## config.mk

```make
export PLATFORM = sky130hd
export DESIGN_NAME = nrmc_queue
export DESIGN_NICKNAME = d
export VERILOG_FILES = /design/src/hw/rtl/nrmc_pkg.sv /design/src/hw/rtl/nrmc_queue.sv
export SDC_FILE = /design/constraint.sdc
export NUM_CORES = 1
export LEC_CHECK = 0
export BUFFER_PORTS_ARGS = -buffer_cell sky130_fd_sc_hd__buf_2
export CORE_ASPECT_RATIO = 1.2
export CORE_MARGIN = 2
export CORE_UTILIZATION = 51
export DETAILED_ROUTE_END_ITERATION = 7
export PLACE_DENSITY = 0.73
export SYNTH_ARGS = -nofsm -noshare
export SYNTH_HDL_FRONTEND = slang
export SYNTH_SLANG_ARGS = --single-unit
export TNS_END_PERCENT = 50
```

## constraint.sdc

```tcl
create_clock -name clk -period 2.65 [get_ports clk]
set_input_delay 0.795 -clock clk [delete_from_list [all_inputs] [get_ports clk]]
set_output_delay 0.795 -clock clk [all_outputs]
set_load 0.02 [all_outputs]
```

## src/hw/rtl/nrmc_pkg.sv

```systemverilog
package nrmc_pkg;

	localparam int unsigned LINE_BUFFER = 128;
	localparam int unsigned MAX_TOKENS  = 12;
	localparam int unsigned MIN_TOKENS  = 9;
	localparam int unsigned FRAC_DIGITS = 5;

	localparam int unsigned POS_W   = 8;
	localparam int unsigned TOK_W   = 4;
	localparam int unsigned WHOLE_W = 17;
	localparam int unsigned FRAC_W  = 17;
	localparam int unsigned FCNT_W  = 3;
	localparam int unsigned COORD_W = 35;
	localparam int unsigned MAG_W   = 34;

	localparam logic [WHOLE_W-1:0] WHOLE_MAX = 17'd99999;

	localparam logic [7:0] CH_NUL   = 8'h00;
	localparam logic [7:0] CH_COMMA = 8'h2C;
	localparam logic [7:0] CH_POINT = 8'h2E;
	localparam logic [7:0] CH_ZERO  = 8'h30;
	localparam logic [7:0] CH_NINE  = 8'h39;
	localparam logic [7:0] CH_A     = 8'h41;
	localparam logic [7:0] CH_S     = 8'h53;
	localparam logic [7:0] CH_W     = 8'h57;

	typedef struct packed {
		logic [WHOLE_W-1:0] whole;
		logic [FRAC_W-1:0]  frac;
		logic [FCNT_W-1:0]  fcnt;
	} num_t;

	typedef struct packed {
		logic       parsed;
		logic       fix_ok;
		logic [1:0] neg;
		num_t [1:0] num;
	} rec_t;

	function automatic logic [7:0] prefix_char(input logic [2:0] idx);
		logic [7:0] r;
		case (idx)
			3'd0: r = 8'h24;
			3'd1: r = 8'h47;
			3'd2: r = 8'h50;
			3'd3: r = 8'h52;
			3'd4: r = 8'h4D;
			3'd5: r = 8'h43;
			default: r = 8'h00;
		endcase
		return r;
	endfunction

	function automatic logic [FRAC_W-1:0] frac_scale(input logic [FCNT_W-1:0] cnt);
		logic [FRAC_W-1:0] r;
		case (cnt)
			3'd0: r = 17'd100000;
			3'd1: r = 17'd10000;
			3'd2: r = 17'd1000;
			3'd3: r = 17'd100;
			3'd4: r = 17'd10;
			default: r = 17'd1;
		endcase
		return r;
	endfunction

endpackage

```

## src/hw/rtl/nrmc_queue.sv

```systemverilog
module nrmc_queue
	import nrmc_pkg::*;
(
	input  logic clk,
	input  logic arst_n,
	input  logic push,
	input  rec_t push_rec,
	output logic full,
	input  logic pop,
	output logic empty,
	output rec_t head_rec
);

	rec_t       mem_q [4];
	logic [1:0] wptr_q;
	logic [1:0] rptr_q;
	logic [2:0] cnt_q;
	logic       do_pop;

	assign full     = (cnt_q == 3'd4);
	assign empty    = (cnt_q == 3'd0);
	assign do_pop   = pop && !empty;
	assign head_rec = mem_q[rptr_q];

	always_ff @(posedge clk) begin
		if (push) begin
			mem_q[wptr_q] <= push_rec;
		end
	end

	always_ff @(posedge clk or negedge arst_n) begin
		if (!arst_n) begin
			wptr_q <= '0;
			rptr_q <= '0;
			cnt_q  <= '0;
		end else begin
			if (push) begin
				wptr_q <= wptr_q + 2'd1;
			end
			if (do_pop) begin
				rptr_q <= rptr_q + 2'd1;
			end
			cnt_q <= cnt_q + {2'd0, push} - {2'd0, do_pop};
		end
	end

endmodule

```

==> results.tsv, run 1 <==
stage	metric	value	unit
run_status	status	complete, but fails checks	
run_status	violations	setup timing	
yosys	synth_edf_count	312	
finish	utilization	63.6	%
placement	port_buffers	161	
yosys	ys.warnings.count	0	
yosys	ys_seq_area_share	81.2	%
power	p_per_area	1190	mW/mm^2
die	pin_count	162	
detailed_routing	wl_per_cell	21.8	um
clock_network	cts_sinks	319	
sta	hold-worst-slack	79.9	ps
finish	layout.nets	733	
yosys	synthCells	444	
placement	dp_hpwl	12600	um
sta	final-setup-viol-count	78	
clock_network	htree_levels	1	
global_route	grt_first_pass_wirelength	30800	um
detailed_routing	drt-vias-per-instance	5.49	
yosys	async_reset_ff_share	2.19	%
global_route	first_global_vias	5554	
yosys	ys_ff_latch	319	
setup_path	crit_slowest_cell	mux4_2	
min_path	min_path_type	primary input to asynchronous set/reset pin	
yosys	synth.top_cells.by_count	312 x edfxtp_1, 78 x mux4_2, 8 x buf_12, 8 x buf_2	
finish	fillers	1537	
setup_path	critPathMaxFanout	8	
run	drv_cap	0	
sta	rsz0062_at_grt	true	
clock_network	cts_hold_buf	0	
sta	max_freq	0.359	GHz
finish	final-seq-area	0.00955	mm^2
clock_network	cts_buffer_depth	3	
setup_path	critPathRequiredTime	1860	ps
yosys	syn_area	0.0117	mm^2
clock_network	root_buffer	clkbuf_16	
clock_network	numCtsBuffers	30	
detailed_routing	drt_first_pass_iters	5	
sta	period_needed	2790	ps
clock_network	clk_pin_slew	60	ps
setup_path	worstPathArrival	1990	ps
finish	layout-drive-gt1-share	47.2	%
yosys	syn-num-nets	533	
sta	finClkSkew	11.6	ps
global_route	overflow	0	
sta	finalMaxSlewViolations	0	
yosys	syn_area_per_cell	26.5	um^2
placement	place_congestion	0.717	
clock_network	cts_tree	built	
power	vdd_drop_max	0.000877	V
sta	setup_ws	-136	ps
yosys	synth_top_area_cell	edfxtp_1	
yosys	yosysMostFrequentCell	edfxtp_1	
yosys	netlist_top_cells_area	edfxtp_1 80%, mux4_2 15%, dfrtp_1 1.5%	
detailed_routing	routed_wl	20700	um
detailed_routing	vias	5214	
setup_path	crit_path_start_kind	flop	
setup_path	crit_path_cell_trace	buf_12 -> buf_16 -> mux4_2 -> buf_6	
sta	hold_viol	0	
finish	multi_input_area	0.00197	mm^2
detailed_routing	drt_iter0_markers	296	
setup_path	cpPeakStageDelay	540	ps
global_route	grt_use_total	16.9	%
detailed_routing	post-route-drc-count	0	
sta	post-route-period-util	105	%
die	start_util	52.2	%
yosys	synth_top_area_share	79.8	%
placement	dpl-instance-area	0.0130	mm^2
sta	slew_headroom	67.3	%
setup_path	cp-end-kind	primary output	
die	die_y	170	um
die	fp.dieW	143	um
die	core	0.0225	mm^2
detailed_routing	detail-route-antenna-nets	0	
yosys	ys.flop_type	edfxtp_1	
setup_path	critPathKind	flop to primary output	
die	design.die.area	0.0243	mm^2
die	rows	60	
placement	post-place-ws	222	ps
clock_network	clkLatencyLatePin	540	ps
finish	synthToLayoutAreaGrowth	22.0	%
power	leakage	4.97	nW
yosys	synth.lib_cells_used.distinct	19	
finish	stdcell_area	0.0143	mm^2
global_route	grt_antenna_before_repair	4	
global_route	grt_max_degree	47	
sta	worst_pin_slew	490	ps
## worst max-delay path, delay by kind of cell, from the launching register on
| kind | cells | cell delay [ps] |
|---|---|---|
| buf+inv | 3 | 470 |
| mux | 1 | 540 |
| flops | 1 | 430 |
## registers in the layout (all words and copies together) (netlist names)
signal  flops
cnt_q       3
rptr_q      2
mem_q     312
wptr_q      2
## final timing paths
path                         startpoint      endpoint  slack [ps]  cells past startpoint
min in group clk           push_rec[50]  mem_q[1][50]         460                      1
max in group asynchronous        arst_n     rptr_q[1]        2390                      1
hold reg to reg               wptr_q[0]     wptr_q[0]         550                      1
hold / removal                   arst_n      cnt_q[1]          80                      1
setup / recovery              rptr_q[0]  head_rec[26]        -140                      4
setup reg to reg               cnt_q[1]      cnt_q[2]         410                      9
## where the power goes
group | leakage (nW) | internal (mW) | switching [mW]
clock network | 0.495 | 2.61 | 1.72
logic | 1.53 | 2.75 | 3.11
registers | 2.95 | 6.61 | 0.249
total | 4.97 | 12.0 | 5.09
## cells in the final DEF (no fill, tap or decap), types with 6 or more instances in the layout
cell / netlist / layout
buf_12: 8 / 13
buf_2: 8 / 134
buf_4: 1 / 10
buf_6: 1 / 23
clkbuf_16: 0 / 34
clkinv_1: 0 / 6
clkinv_2: 0 / 6
edfxtp_1: 312 / 312
ha_1: 6 / 6
inv_1: 7 / 7
mux4_2: 78 / 78
## cell families after synthesis
logic type               Yosys count  synth area share, %
AO/OA/AOI/OAI                      3                0.181
multiplexers                      78                 15.0
XOR/XNOR                           5                0.373
adder cells (fa/ha/maj)            7                0.809
flip-flops                       319                 81.2
AND/OR/NAND/NOR                    7                0.351
buffers and inverters             25                 2.09
## routing by layer
layer | vias to the layer above | wire, um | track usage (%)
li1 | 2317 | - | -
met1 | 2713 | 7870 | 21.1
met2 | 146 | 11000 | 29.5
met3 | 36 | 1370 | 4.00
met4 | 2 | 450 | 5.21
met5 | - | 13 | 0
## what timing repair did
| item | 4_1_cts | 5_1_grt |
|---|---|---|
| gates cloned | 1 | 3 |
| endpoints found under the setup margin | 78 | 78 |
| setup buffers | 4 | 1 |
| resized for setup | 12 | 44 |
## stage by stage
stage                     std cells  setup TNS [ps]  power, mW
final                           949           -8310       17.1
after global placement          882               0       12.2
after floorplan                 444          -62780       10.7
after CTS                       942          -12080       16.9
after global routing            948          -13530       17.8
after detailed placement        882               0       12.3
## final cells by class
cell class,instances,area share [%]
Clock inverter,20,1.58
Tap cell,279,2.44
Clock buffer,35,5.52
Multi-Input combinational cell,100,13.7
Antenna cell,3,0.0524
Sequential cell,319,66.7
Inverter,7,0.183
Timing Repair Buffer,186,9.84
Power figures use the tool's default switching activity.
==> inputs of run 2 (changes only) <==
--- a/config.mk
+++ b/config.mk
@@ -6,9 +6,11 @@
 export NUM_CORES = 1
 export LEC_CHECK = 0
 export BUFFER_PORTS_ARGS = -buffer_cell sky130_fd_sc_hd__buf_2
+export CELL_PAD_IN_SITES_DETAIL_PLACEMENT = 1
+export CELL_PAD_IN_SITES_GLOBAL_PLACEMENT = 1
 export CORE_ASPECT_RATIO = 1.2
 export CORE_MARGIN = 2
-export CORE_UTILIZATION = 51
+export CORE_UTILIZATION = 45
 export DETAILED_ROUTE_END_ITERATION = 7
 export PLACE_DENSITY = 0.73
 export SYNTH_ARGS = -nofsm -noshare
==> constraint.sdc (replaced) <==
create_clock -name clk -period 2.65 [get_ports clk]
set_input_delay 0.53 -clock clk [delete_from_list [all_inputs] [get_ports clk]]
set_output_delay 0.53 -clock clk [all_outputs]
set_load 0.02 [all_outputs]
==> run 2 against run 1 <==
  * The flow now finishes without violations
  * Sequential cell count unchanged
  * Design area is 1.8% lower
  * Setup slack better by 190 ps
  * Routed wire length is 13% higher
  * First-iteration DRC count down 11%
  * Sequential share of layout area up 1.2 points
  * Final cell count rose by 4.0%
  * Register-to-register slack got worse by 70 ps
  * Clock-buffer cell count is the same
  * Clock skew increased by 6.9 ps
  * Critical path depth down 1
  * Total power fell by 3.6%
==> results.tsv, run 2 (same netlist as run 1, synthesis figures left out) <==
stage	metric	value	unit
min_path	min_path_type	primary input to flop	
clock_network	root_buffer	clkbuf_16	
sta	finClkSkew	18.5	ps
finish	layout.cells.non_filler	987	
die	core	0.0255	mm^2
clock_network	clkLatencyLatePin	550	ps
global_route	grt_antenna_before_repair	5	
detailed_routing	post-route-drc-count	0	
finish	layout_commonest_cell	edfxtp_1	
placement	dp.cells	930	
clock_network	cts_buffer_depth	3	
detailed_routing	detail-route-antenna-nets	0	
die	die_y	181	um
die	start_util	46.0	%
finish	layout-drive-gt1-share	45.2	%
sta	slew_headroom	66.2	%
sta	final-setup-viol-count	0	
run_status	status	completed	
power	leakage	4.82	nW
detailed_routing	routed_wl	23400	um
power	vdd_drop_max	0.000663	V
placement	dp_hpwl	14400	um
global_route	first_global_vias	6091	
global_route	grt_max_degree	53	
setup_path	critPathKind	flop to primary output	
global_route	grt_use_total	17.2	%
clock_network	numCtsBuffers	30	
sta	hold_viol	0	
setup_path	cp-end-kind	primary output	
die	design.die.area	0.0274	mm^2
finish	layout.nets	724	
finish	largest_register_ffs	312	
global_route	overflow	0	
power	p_per_area	1170	mW/mm^2
clock_network	htree_levels	1	
finish	reg_top3	mem_q: 312 flops, cnt_q: 3 flops	
clock_network	cts_tree	built	
setup_path	crit_path_start_kind	flop	
setup_path	worstRegToRegCells	9	
setup_path	critPathMaxFanout	26	
finish	final_cell_mix	312 x edfxtp_1, 145 x buf_2, 78 x mux4_2	
sta	post-route-period-util	97.9	%
detailed_routing	drt_iter0_markers	263	
finish	top_register	mem_q	
sta	rsz0062_at_grt	true	
global_route	grt_first_pass_wirelength	35500	um
detailed_routing	vias	5250	
sta	worst_pin_slew	507	ps
die	rows	64	
placement	port_buffers	161	
power	power	16.4	mW
setup_path	worstPathArrival	2060	ps
sta	period_needed	2590	ps
detailed_routing	wl_per_cell	23.8	um
run	drv_cap	0	
die	fp.dieW	151	um
finish	synthToLayoutAreaGrowth	19.8	%
min_path	min_path_cells	1	
clock_network	clk_pin_slew	60	ps
die	pin_count	162	
setup_path	critPathRequiredTime	2120	ps
clock_network	cts_sinks	319	
detailed_routing	drt_first_pass_iters	5	
sta	max_freq	0.385	GHz
placement	place_congestion	0.739	
detailed_routing	drt-vias-per-instance	5.32	
sta	finalMaxSlewViolations	0	
## run 2: power by group
part           internal [mW]  total (mW)  switching, mW
logic                   2.39        5.47           3.08
clock network           2.29        4.02           1.73
registers               6.61        6.94          0.338
total                   11.3        16.4           5.15
## run 2: worst max-delay path: stages, from the launching register on
cell and delay (ps):
dfrtp_4 500, clkbuf_16 300, mux4_2 530, buf_2 180
## run 2: routing by layer
layer	up-vias	global-route usage (%)	share of wire (%)
li1	2290	-	-
met1	2770	21.3	39
met2	143	30.2	53
met3	41	4.19	5.7
met4	6	4.44	2.1
met5	-	0	0.14
## run 2: final timing paths
kind	startpoint	endpoint	slack [ps]
worst min-delay path	push_rec[61]	mem_q[0][61]	190
worst max register to register	cnt_q[1]	cnt_q[2]	340
worst max-delay path	rptr_q[0]	head_rec[57]	60
max in group asynchronous	arst_n	rptr_q[0]	2090
min in group asynchronous	arst_n	cnt_q[0]	370
worst min register to register	wptr_q[0]	wptr_q[0]	550
## run 2: what timing repair did
item                                    4_1_cts  5_1_grt
hold endpoints to repair                      7        0
buffers inserted                              0        1
hold buffers                                  1        0
endpoints found under the setup margin       52       55
gates cloned                                  0        1
resized for setup                            19       14
## run 2: per-stage QoR
stage | cell area [um^2] | setup TNS (ps) | utilization (%) | hold slack (ps) | setup slack, ps
global placement | 13000 | 0 | 50.9 | 370 | 438
finish | 14100 | 0 | 55.1 | 194 | 55.3
detailed placement | 13000 | 0 | 50.9 | 377 | 327
global route | 14100 | -755 | 55.1 | 171 | -39.2
CTS | 14000 | -2270 | 54.7 | 163 | -73.4
floorplan | 11800 | -27850 | - | 234 | -213
## run 2: layout make-up
cell class	instances	area, um^2
Fill cell	2195	11500
Sequential cell	319	9550
Multi-Input combinational cell	100	1970
Timing Repair Buffer	177	1200
Clock buffer	35	791
Tap cell	330	413
Clock inverter	17	120
Inverter	7	26.3
Antenna cell	2	5.00
