### src/hw/rtl/nrmc_pkg.sv
package nrmc_pkg;

	localparam int unsigned LINE_BUFFER = 128;
	localparam int unsigned MAX_TOKENS  = 12;
	localparam int unsigned MIN_TOKENS  = 9;
	localparam int unsigned FRAC_DIGITS = 5;

	localparam int unsigned POS_W   = 8;
	localparam int unsigned TOK_W   = 4;
	localparam int unsigned WHOLE_W = 17;
	localparam int unsigned FRAC_W  = 17;
	localparam int unsigned FCNT_W  = 3;
	localparam int unsigned COORD_W = 35;
	localparam int unsigned MAG_W   = 34;

	localparam logic [WHOLE_W-1:0] WHOLE_MAX = 17'd99999;

	localparam logic [7:0] CH_NUL   = 8'h00;
	localparam logic [7:0] CH_COMMA = 8'h2C;
	localparam logic [7:0] CH_POINT = 8'h2E;
	localparam logic [7:0] CH_ZERO  = 8'h30;
	localparam logic [7:0] CH_NINE  = 8'h39;
	localparam logic [7:0] CH_A     = 8'h41;
	localparam logic [7:0] CH_S     = 8'h53;
	localparam logic [7:0] CH_W     = 8'h57;

	typedef struct packed {
		logic [WHOLE_W-1:0] whole;
		logic [FRAC_W-1:0]  frac;
		logic [FCNT_W-1:0]  fcnt;
	} num_t;

	typedef struct packed {
		logic       parsed;
		logic       fix_ok;
		logic [1:0] neg;
		num_t [1:0] num;
	} rec_t;

	function automatic logic [7:0] prefix_char(input logic [2:0] idx);
		logic [7:0] r;
		case (idx)
			3'd0: r = 8'h24;
			3'd1: r = 8'h47;
			3'd2: r = 8'h50;
			3'd3: r = 8'h52;
			3'd4: r = 8'h4D;
			3'd5: r = 8'h43;
			default: r = 8'h00;
		endcase
		return r;
	endfunction

	function automatic logic [FRAC_W-1:0] frac_scale(input logic [FCNT_W-1:0] cnt);
		logic [FRAC_W-1:0] r;
		case (cnt)
			3'd0: r = 17'd100000;
			3'd1: r = 17'd10000;
			3'd2: r = 17'd1000;
			3'd3: r = 17'd100;
			3'd4: r = 17'd10;
			default: r = 17'd1;
		endcase
		return r;
	endfunction

endpackage

### src/hw/rtl/nrmc_front.sv
module nrmc_front
	import nrmc_pkg::*;
(
	input  logic       clk,
	input  logic       arst_n,
	input  logic       s_axis_tvalid,
	output logic       s_axis_tready,
	input  logic [7:0] s_axis_tdata,
	input  logic       s_axis_tlast,
	input  logic       q_full,
	output logic       q_push,
	output rec_t       q_rec
);

	localparam logic [TOK_W-1:0] TOK_STATUS = 4'd2;
	localparam logic [TOK_W-1:0] TOK_LAT    = 4'd3;
	localparam logic [TOK_W-1:0] TOK_NS     = 4'd4;
	localparam logic [TOK_W-1:0] TOK_LON    = 4'd5;
	localparam logic [TOK_W-1:0] TOK_EW     = 4'd6;

	typedef struct packed {
		num_t val;
		logic point;
		logic stopped;
	} nst_t;

	function automatic nst_t num_step(input nst_t s, input logic [7:0] c);
		nst_t r;
		logic [19:0] w;
		logic [3:0] d;
		r = s;
		d = 4'(c - CH_ZERO);
		w = 20'(s.val.whole) * 20'd10 + 20'(d);
		if (!s.stopped) begin
			if (c >= CH_ZERO && c <= CH_NINE) begin
				if (!s.point) begin
					r.val.whole = (w > 20'(WHOLE_MAX)) ? WHOLE_MAX : w[WHOLE_W-1:0];
				end else if (s.val.fcnt < FCNT_W'(FRAC_DIGITS)) begin
					r.val.frac = FRAC_W'(s.val.frac * FRAC_W'(10) + FRAC_W'(d));
					r.val.fcnt = s.val.fcnt + 3'd1;
				end
			end else if (c == CH_POINT && !s.point) begin
				r.point = 1'b1;
			end else begin
				r.stopped = 1'b1;
			end
		end
		return r;
	endfunction

	logic [POS_W-1:0] bpos_q, n_bpos;
	logic             prefix_q, n_prefix;
	logic             ended_q, n_ended;
	logic [TOK_W-1:0] tok_q, n_tok;
	logic             inside_q, n_inside;
	logic [1:0]       tlen_q, n_tlen;
	logic             status_q, n_status;
	logic             south_q, n_south;
	logic             west_q, n_west;
	nst_t [1:0]       num_q, n_num;
	logic             accept;
	logic [TOK_W:0]   count;

	assign s_axis_tready = !q_full;
	assign accept        = s_axis_tvalid && s_axis_tready;

	always_comb begin
		logic [7:0] c;
		logic [1:0] tl;
		c        = s_axis_tdata;
		tl       = 2'd0;
		n_bpos   = (bpos_q < POS_W'(LINE_BUFFER)) ? bpos_q + 8'd1 : bpos_q;
		n_prefix = prefix_q;
		n_ended  = ended_q;
		n_tok    = tok_q;
		n_inside = inside_q;
		n_tlen   = tlen_q;
		n_status = status_q;
		n_south  = south_q;
		n_west   = west_q;
		n_num    = num_q;
		if (!ended_q) begin
			if (bpos_q < 8'd6 && c != prefix_char(bpos_q[2:0])) begin
				n_prefix = 1'b0;
			end
			if (c == CH_NUL) begin
				n_ended = 1'b1;
			end else if (bpos_q < POS_W'(LINE_BUFFER - 1)) begin
				if (c == CH_COMMA) begin
					if (inside_q) begin
						if (tok_q < TOK_W'(MAX_TOKENS)) begin
							n_tok = tok_q + 4'd1;
						end
						n_inside = 1'b0;
					end
				end else begin
					tl       = inside_q ? tlen_q : 2'd0;
					n_inside = 1'b1;
					n_tlen   = tl;
					if (tok_q < TOK_W'(MAX_TOKENS)) begin
						case (tok_q)
							TOK_STATUS: n_status = (tl == 2'd0) && (c == CH_A);
							TOK_NS:     n_south = (tl == 2'd0) && (c == CH_S);
							TOK_EW:     n_west = (tl == 2'd0) && (c == CH_W);
							TOK_LAT:    n_num[0] = num_step(num_q[0], c);
							TOK_LON:    n_num[1] = num_step(num_q[1], c);
							default: ;
						endcase
						if (tl != 2'd3) begin
							n_tlen = tl + 2'd1;
						end
					end
				end
			end
		end
	end

	assign count = {1'b0, n_tok} + {4'd0, n_inside};

	always_comb begin
		logic ok;
		ok = n_prefix && (n_bpos >= 8'd6) && (count >= (TOK_W+1)'(MIN_TOKENS));
		q_push          = accept && s_axis_tlast;
		q_rec.parsed    = ok;
		q_rec.fix_ok    = ok && n_status;
		q_rec.neg       = {n_west, n_south};
		q_rec.num[0]    = n_num[0].val;
		q_rec.num[1]    = n_num[1].val;
	end

	always_ff @(posedge clk or negedge arst_n) begin
		if (!arst_n) begin
			bpos_q   <= '0;
			prefix_q <= 1'b1;
			ended_q  <= 1'b0;
			tok_q    <= '0;
			inside_q <= 1'b0;
			tlen_q   <= '0;
			status_q <= 1'b0;
			south_q  <= 1'b0;
			west_q   <= 1'b0;
			num_q    <= '0;
		end else if (accept) begin
			if (s_axis_tlast) begin
				bpos_q   <= '0;
				prefix_q <= 1'b1;
				ended_q  <= 1'b0;
				tok_q    <= '0;
				inside_q <= 1'b0;
				tlen_q   <= '0;
				status_q <= 1'b0;
				south_q  <= 1'b0;
				west_q   <= 1'b0;
				num_q    <= '0;
			end else begin
				bpos_q   <= n_bpos;
				prefix_q <= n_prefix;
				ended_q  <= n_ended;
				tok_q    <= n_tok;
				inside_q <= n_inside;
				tlen_q   <= n_tlen;
				status_q <= n_status;
				south_q  <= n_south;
				west_q   <= n_west;
				num_q    <= n_num;
			end
		end
	end

endmodule

### config.mk
export PLATFORM = sky130hd
export DESIGN_NAME = nrmc_front
export DESIGN_NICKNAME = d
export VERILOG_FILES = /design/src/hw/rtl/nrmc_pkg.sv /design/src/hw/rtl/nrmc_front.sv
export SDC_FILE = /design/constraint.sdc
export NUM_CORES = 1
export LEC_CHECK = 0
export CAP_MARGIN = 20
export CORE_UTILIZATION = 39
export CTS_BUF_LIST = sky130_fd_sc_hd__clkbuf_8
export CTS_CLUSTER_SIZE = 8
export DETAILED_ROUTE_END_ITERATION = 10
export DONT_BUFFER_PORTS = 1
export PLACE_DENSITY_LB_ADDON = 0.1
export SLEW_MARGIN = 20
export SYNTH_ARGS = -nofsm -noshare
export SYNTH_HDL_FRONTEND = slang
export SYNTH_SLANG_ARGS = --single-unit
### constraint.sdc
create_clock -name clk -period 4.5 [get_ports clk]
set_input_delay 0.225 -clock clk [delete_from_list [all_inputs] [get_ports clk]]
set_output_delay 0.225 -clock clk [all_outputs]
set_load 0.1 [all_outputs]
==> results of run 1 <==
-- through the flow --
step	cells	instance area, um^2	total power, uW
2_1_floorplan	1348	11310	1057
3_3_place_gp	1783	12960	1094
3_5_place_dp	1783	12960	1098
4_1_cts	1816	13530	1699
5_1_grt	1834	14050	1755
6_report	1834	14050	1676
-- synthesized netlist by cell type, types with 19 or more instances --
master / instances
a22o_1: 42
nand4_1: 19
o21ai_1: 19
and3_1: 19
o21ai_0: 103
xnor2_1: 56
dfrtp_1: 97
nor3_1: 30
nor2_1: 91
a21oi_1: 69
a21o_1: 24
inv_1: 50
nand3_1: 36
ha_1: 138
clkbuf_1: 41
o31ai_1: 24
xor2_1: 36
nand2_1: 167
-- routing by layer --
layer	GRT usage, %	share of wire, %	vias to the layer above
li1	-	-	5249
met1	31.44	47	4983
met2	37.56	46	233
met3	3.395	4.9	27
met4	5.014	1.6	0
met5	0	0	-
-- what timing repair did --
item	in CTS	in global routing
resized for setup	46	76
buffers inserted	13	18
endpoints found under the hold margin	101	0
endpoints found under the setup margin	34	40
pin swaps	26	28
hold buffers	4	0
-- worst register-to-register path: stages, from the launching register on --
cell	delay, ns
dfrtp_1	0.43
ha_4	0.26
ha_4	0.17
fa_2	0.44
a211oi_4	0.35
nor2_4	0.09
o311ai_4	0.33
nand4_4	0.16
buf_6	0.16
nor4_4	0.19
xnor2_1	0.14
a21boi_2	0.17
a211o_1	0.34
and2_4	0.19
buf_12	0.15
buf_4	0.17
o21ai_1	0.15
-- worst max path at each step --
stage	to	slack [ns]
2_1_floorplan	q_rec[76]	-0.76
3_3_place_gp	q_rec[62]	0.09
3_5_place_dp	q_rec[68]	0.06
4_1_cts	q_rec[65]	0.001
5_1_grt	q_rec[61]	-0.18
6_report	q_rec[61]	-0.07
-- area by class of cell --
type                       instances  area [um^2]
inverter                          50        187.7
fill                            2694        13730
clock inverter                     7        56.30
clock buffer                       9        123.9
tap                              378        473.0
sequential                        98         2460
timing repair buffer             143         1577
multi-input combinational       1149         9170
-- cell families (layout without fill, tap and decap cells) --
group           after synthesis  after routing  synth area share (%)
simple gates                478            478                 21.83
mux                          12             12                 1.196
fa+ha+maj                   146            146                 17.17
xor+xnor                     94             94                 7.686
compound gates              419            419                 26.08
buf+inv                     101            209                 3.712
flops                        98             98                 22.33
-- state kept, by name, indices dropped and copies added (netlist names), 2 cells and up --
register / flops
num_q: 78
bpos_q: 8
tok_q: 4
tlen_q: 2
-- layout by cell type, fill, tap and decap left out, drive strengths merged, types with 13 or more instances in the layout --
| master | count |
|---|---|
| a21o | 24 |
| a21oi | 70 |
| a22o | 42 |
| a31oi | 17 |
| and2 | 13 |
| and3 | 19 |
| buf | 140 |
| dfrtp | 97 |
| ha | 138 |
| inv | 51 |
| nand2 | 168 |
| nand3 | 36 |
| nand4 | 20 |
| nor2 | 91 |
| nor2b | 17 |
| nor3 | 32 |
| nor3b | 17 |
| nor4 | 15 |
| o21ai | 123 |
| o31ai | 24 |
| xnor2 | 56 |
| xor2 | 37 |
-- where the power goes --
part	internal [uW]	switching (uW)
registers	896	20.3
logic	67.3	121
clock network	206	365
total	1170	506
==> results.sh, run 1 <==
export IMPL_status="finished, violations left"
export IMPL_failed_checks="setup timing"
export IMPL_cpPeakStageDelay_ns=0.44
export IMPL_diodes=0
export IMPL_ios=93
export IMPL_maxSlewViolCount=0
export IMPL_clk_pin_slew_ns=0.11
export IMPL_die_h_um=169.9
export IMPL_ys_warn_count=0
export IMPL_grt_pass1_vias=9936
export IMPL_cap_viol_max_count=0
export IMPL_wl_per_cell_um=17.79
export IMPL_yosysTopAreaCellShare_pct=22.09
export IMPL_reg2reg_to="num_q[62]"
export IMPL_finalCriticalPeriod_ns=4.566
export IMPL_grt_max_degree=99
export IMPL_clock_sinks=98
export IMPL_avgSynthCellArea_um2=8.151
export IMPL_finClkSkew_ns=0.01614
export IMPL_ir_drop_mv=0.1258
export IMPL_fmax_ghz=0.2190
export IMPL_wl_mm=32.62
export IMPL_reg2reg_slack_ns=0.53
export IMPL_syn_inst=1348
export IMPL_synthArstFlopShare_pct=100.0
export IMPL_holdPathStages=3
export IMPL_htree_num_levels=3
export IMPL_r2r_cells=16
export IMPL_portBuffers=0
export IMPL_vias_per_cell=5.721
export IMPL_rsz0062_at_grt="yes"
export IMPL_start_kind="flip-flop"
export IMPL_tightest_slew_ns=1.084
export IMPL_finalCritPeriodShare_pct=101.5
export IMPL_cts_tree="yes"
export IMPL_synth_area_um2=10990
export IMPL_min_to="bpos_q[3]"
export IMPL_num_vias=10492
export IMPL_arrival_ns=4.34
export IMPL_synth_ff_type="dfrtp_1"
export IMPL_final_nets=1610
export IMPL_cp_cell_sequence="ha_4 -> ha_4 -> fa_2 -> a211oi_4 -> nor2_4 -> o311ai_4 -> nand4_4 -> buf_6 -> nor4_4 -> xnor2_1 -> a21boi_2 -> a211o_1 -> and2_4 -> buf_12 -> a31oi_4 -> buf_12"
export IMPL_clock_path_buffers=2
export IMPL_worst_hold_startpoint="s_axis_tlast"
export IMPL_ys_types=91
export IMPL_synth_area_leader_cell="dfrtp_1"
export IMPL_place_ws_ns=0.06009
export IMPL_grtUsageTotal_pct=22.82
export IMPL_whs_ns=0.05210
export IMPL_synth_seq_cells=98
export IMPL_synth_seq_area_share_pct=22.33
export IMPL_numCtsBuffers=9
export IMPL_required_ns=4.28
export IMPL_drt_pass1_iterations=5
export IMPL_hold_viol=0
export IMPL_drive_above_1_share_pct=23.49
export IMPL_relSlewSlack_pct=27.65
export IMPL_p_leak_uw=0.006306
export IMPL_synth_area_leaders="dfrtp_1 22%, ha_1 16%, nand2_1 5.7%, o21ai_0 4.7%, xnor2_1 4.5%"
export IMPL_crit_start="num_q[62]"
export IMPL_hpwl_mm=24.31
export IMPL_detail_route_antenna_nets=0
export IMPL_timing_final_ws_setup_ns=-0.06569
export IMPL_synth_edf_count=0
export IMPL_clkLatencyLatePin_ns=0.40
export IMPL_core_um2=27780
export IMPL_die_area_um2=28850
export IMPL_hp_class="in2reg"
export IMPL_grt_overflow=0
export IMPL_finalSetupViolCount=11
export IMPL_route_detailed_drc=0
export IMPL_cp_slowest_cell="fa_2"
export IMPL_fin_util_pct=50.56
export IMPL_regToRegStartpoint="num_q[62]"
export IMPL_areaGrowthSynthToFinish_pct=27.84
export IMPL_start_util_pct=39.55
export IMPL_core_rowCount=61
export IMPL_drt_iter0_drc=630
export IMPL_die_width_um=169.9
export IMPL_synth_net_count=1507
export IMPL_antenna_found_initial=0
export IMPL_path_max_fanout=7
export IMPL_crit_family="compound AO/OA/AOI/OAI gates"
export IMPL_place_congestion=0.8999
export IMPL_grt_pass1_wl_mm=52.62
export IMPL_p_per_area_nw_per_um2=119.3
export IMPL_worst_path_stages=16
export IMPL_tns_ns=-0.3848
export IMPL_cp_buffers_inverters=3
export IMPL_end_kind="primary output"
export IMPL_cts_root_buffer="clkbuf_8"
export IMPL_crit_type="reg2out"
No activity file was read; power rests on OpenSTA's default activity.
==> run 2, diff against run 1 <==
- MAX_ROUTING_LAYER: unset -> met4
==> run 2 against run 1 <==
Net effect: the run still ends with setup timing left; worst setup slack hardly changed; via count grew 0.14%; first-iteration DRC count shrank 2.4%; highest routed layer unchanged; worst hold slack got worse by 0.0059 ns; non-clock buffer count did not move; sequential cell count unchanged; wire length about the same; sequential power about the same; largest power group unchanged; combinational power about the same; critical path depth is the same.
==> results.sh, run 2 (synthesis results as in run 1) <==
export IMPL_status="finished, violations left"
export IMPL_failed_checks="setup timing"
export IMPL_detail_route_antenna_nets=0
export IMPL_wl_mm=32.62
export IMPL_reg_top3="num_q (78), bpos_q (8), tok_q (4)"
export IMPL_finalCriticalPeriod_ns=4.566
export IMPL_cap_viol_max_count=0
export IMPL_drt_iter0_drc=615
export IMPL_place_congestion=0.9152
export IMPL_fmax_ghz=0.2190
export IMPL_cp_buffers_inverters=3
export IMPL_whs_ns=0.04621
export IMPL_ir_drop_mv=0.1270
export IMPL_clkPwrFrac_pct=34.1
export IMPL_regMostFlops="num_q"
export IMPL_wl_per_cell_um=17.79
export IMPL_grt_pass1_vias=9915
export IMPL_grt_max_degree=99
export IMPL_die_h_um=169.9
export IMPL_rsz0062_at_grt="yes"
export IMPL_cp_endpoint="q_rec[61]"
export IMPL_route_detailed_drc=0
export IMPL_start_util_pct=39.55
export IMPL_p_leak_uw=0.006306
export IMPL_die_width_um=169.9
export IMPL_finClkSkew_ns=0.01550
export IMPL_cts_root_buffer="clkbuf_8"
export IMPL_final_nets=1610
export IMPL_portBuffers=0
export IMPL_ios=93
export IMPL_end_kind="primary output"
export IMPL_p_per_area_nw_per_um2=119.3
export IMPL_swShare_pct=30.18
export IMPL_hp_class="in2reg"
export IMPL_r2r_cells=16
export IMPL_timing_final_ws_setup_ns=-0.06575
export IMPL_reg2reg_to="num_q[62]"
export IMPL_p_int_uw=1170
export IMPL_relSlewSlack_pct=27.46
export IMPL_mostFrequentLayoutCells="164 x nand2_1, 120 x ha_1, 98 x buf_4"
export IMPL_worst_path_stages=16
export IMPL_cp_slowest_cell="fa_2"
export IMPL_largest_reg_flops=78
export IMPL_place_ws_ns=0.06009
export IMPL_finalSetupViolCount=12
export IMPL_fillers=2694
export IMPL_holdPathStages=3
export IMPL_drive_above_1_share_pct=23.49
export IMPL_clock_path_buffers=2
export IMPL_clkLatencyLatePin_ns=0.39
export IMPL_path_max_fanout=7
export IMPL_num_vias=10507
export IMPL_start_kind="flip-flop"
export IMPL_required_ns=4.28
export IMPL_hold_viol=0
export IMPL_arrival_ns=4.34
export IMPL_crit_type="reg2out"
export IMPL_htree_num_levels=3
export IMPL_power_frac_seq_pct=54.7
export IMPL_cts_tree="yes"
export IMPL_diodes=0
export IMPL_core_um2=27780
export IMPL_crit_start="num_q[62]"
export IMPL_p_sw_uw=505.6
export IMPL_final_common_cell="nand2_1"
export IMPL_cp_cell_sequence="ha_4 -> ha_4 -> fa_2 -> a211oi_4 -> nor2_4 -> o311ai_4 -> nand4_4 -> buf_6 -> nor4_4 -> xnor2_1 -> a21boi_2 -> a211o_1 -> and2_4 -> buf_12 -> a31oi_4 -> buf_12"
export IMPL_finalCritPeriodShare_pct=101.5
export IMPL_die_area_um2=28850
export IMPL_core_rowCount=61
export IMPL_hpwl_mm=24.31
export IMPL_cpPeakStageDelay_ns=0.44
export IMPL_grt_pass1_wl_mm=52.61
export IMPL_reg2reg_slack_ns=0.53
export IMPL_numCtsBuffers=9
export IMPL_clk_pin_slew_ns=0.11
export IMPL_areaGrowthSynthToFinish_pct=27.84
export IMPL_regToRegStartpoint="num_q[62]"
export IMPL_maxSlewViolCount=0
export IMPL_drt_pass1_iterations=5
export IMPL_tightest_slew_ns=1.087
export IMPL_combPwrFrac_pct=11.2
export IMPL_antenna_found_initial=0
export IMPL_grtUsageTotal_pct=23.50
export IMPL_grt_overflow=0
export IMPL_clock_sinks=98
export IMPL_vias_per_cell=5.729
export IMPL_crit_family="compound AO/OA/AOI/OAI gates"
run 2: repair_timing:
item | 4_1_cts | 5_1_grt
hold buffers | 4 | 0
cloned | 0 | 0
setup buffers | 13 | 18
pin swaps | 26 | 28
resized for setup | 46 | 76
hold endpoints to repair | 101 | 0
endpoints found under the setup margin | 34 | 40
run 2: cell type report:
class | instances | area [um^2] | area share (%)
clock buffers | 9 | 123.9 | 0.8818
clock inverters | 7 | 56.30 | 0.4008
inverters | 50 | 187.7 | 1.336
multi-input cells | 1149 | 9170 | 65.28
flip-flops and latches | 98 | 2460 | 17.51
well taps | 378 | 473.0 | 3.367
repair buffers | 143 | 1577 | 11.22
run 2: power groups by stage:
stage / combinational, uW / sequential [uW] / clock [uW]
2_1_floorplan: 128 / 928 / 0
3_3_place_gp: 161 / 933 / 0
3_5_place_dp: 164 / 933 / 0
4_1_cts: 190 / 916 / 593
5_1_grt: 214 / 921 / 621
6_report: 188 / 917 / 571
run 2: worst register-to-register path: stages, from the launching register on:
cell,delay [ns]
dfrtp_1,0.43
ha_4,0.26
ha_4,0.17
fa_2,0.44
a211oi_4,0.35
nor2_4,0.09
o311ai_4,0.33
nand4_4,0.16
buf_6,0.16
nor4_4,0.19
xnor2_1,0.14
a21boi_2,0.17
a211o_1,0.34
and2_4,0.19
buf_12,0.15
buf_4,0.17
o21ai_1,0.15
run 2: per-stage QoR:
step,TNS (ns),cells,power (uW),utilization [%],cell area [um^2]
2_1_floorplan,-5.350,1348,1057,-,11310
6_report,-0.4057,1834,1675,50.56,14050
5_1_grt,-2.639,1834,1756,50.56,14050
3_5_place_dp,0,1783,1098,46.64,12960
4_1_cts,0,1816,1699,48.71,13530
3_3_place_gp,0,1783,1094,46.64,12960
run 2: worst min path at each step:
stage | from | end | slack (ns)
2_1_floorplan | arst_n | bpos_q[0] | -0.07
3_3_place_gp | arst_n | num_q[31] | -0.07
3_5_place_dp | arst_n | num_q[31] | -0.07
4_1_cts | s_axis_tlast | tok_q[0] | 0.03
5_1_grt | s_axis_tlast | tok_q[0] | 0.04
6_report | s_axis_tlast | bpos_q[3] | 0.05
run 2: routing by layer:
layer / vias to the layer above / track usage (%) / wire, um
met1: 4996 / 31.55 / 15470
met4: 0 / 5.014 / 529
met2: 233 / 37.51 / 15040
li1: 5244 / - / -
met5: - / - / 0
met3: 34 / 3.302 / 1582
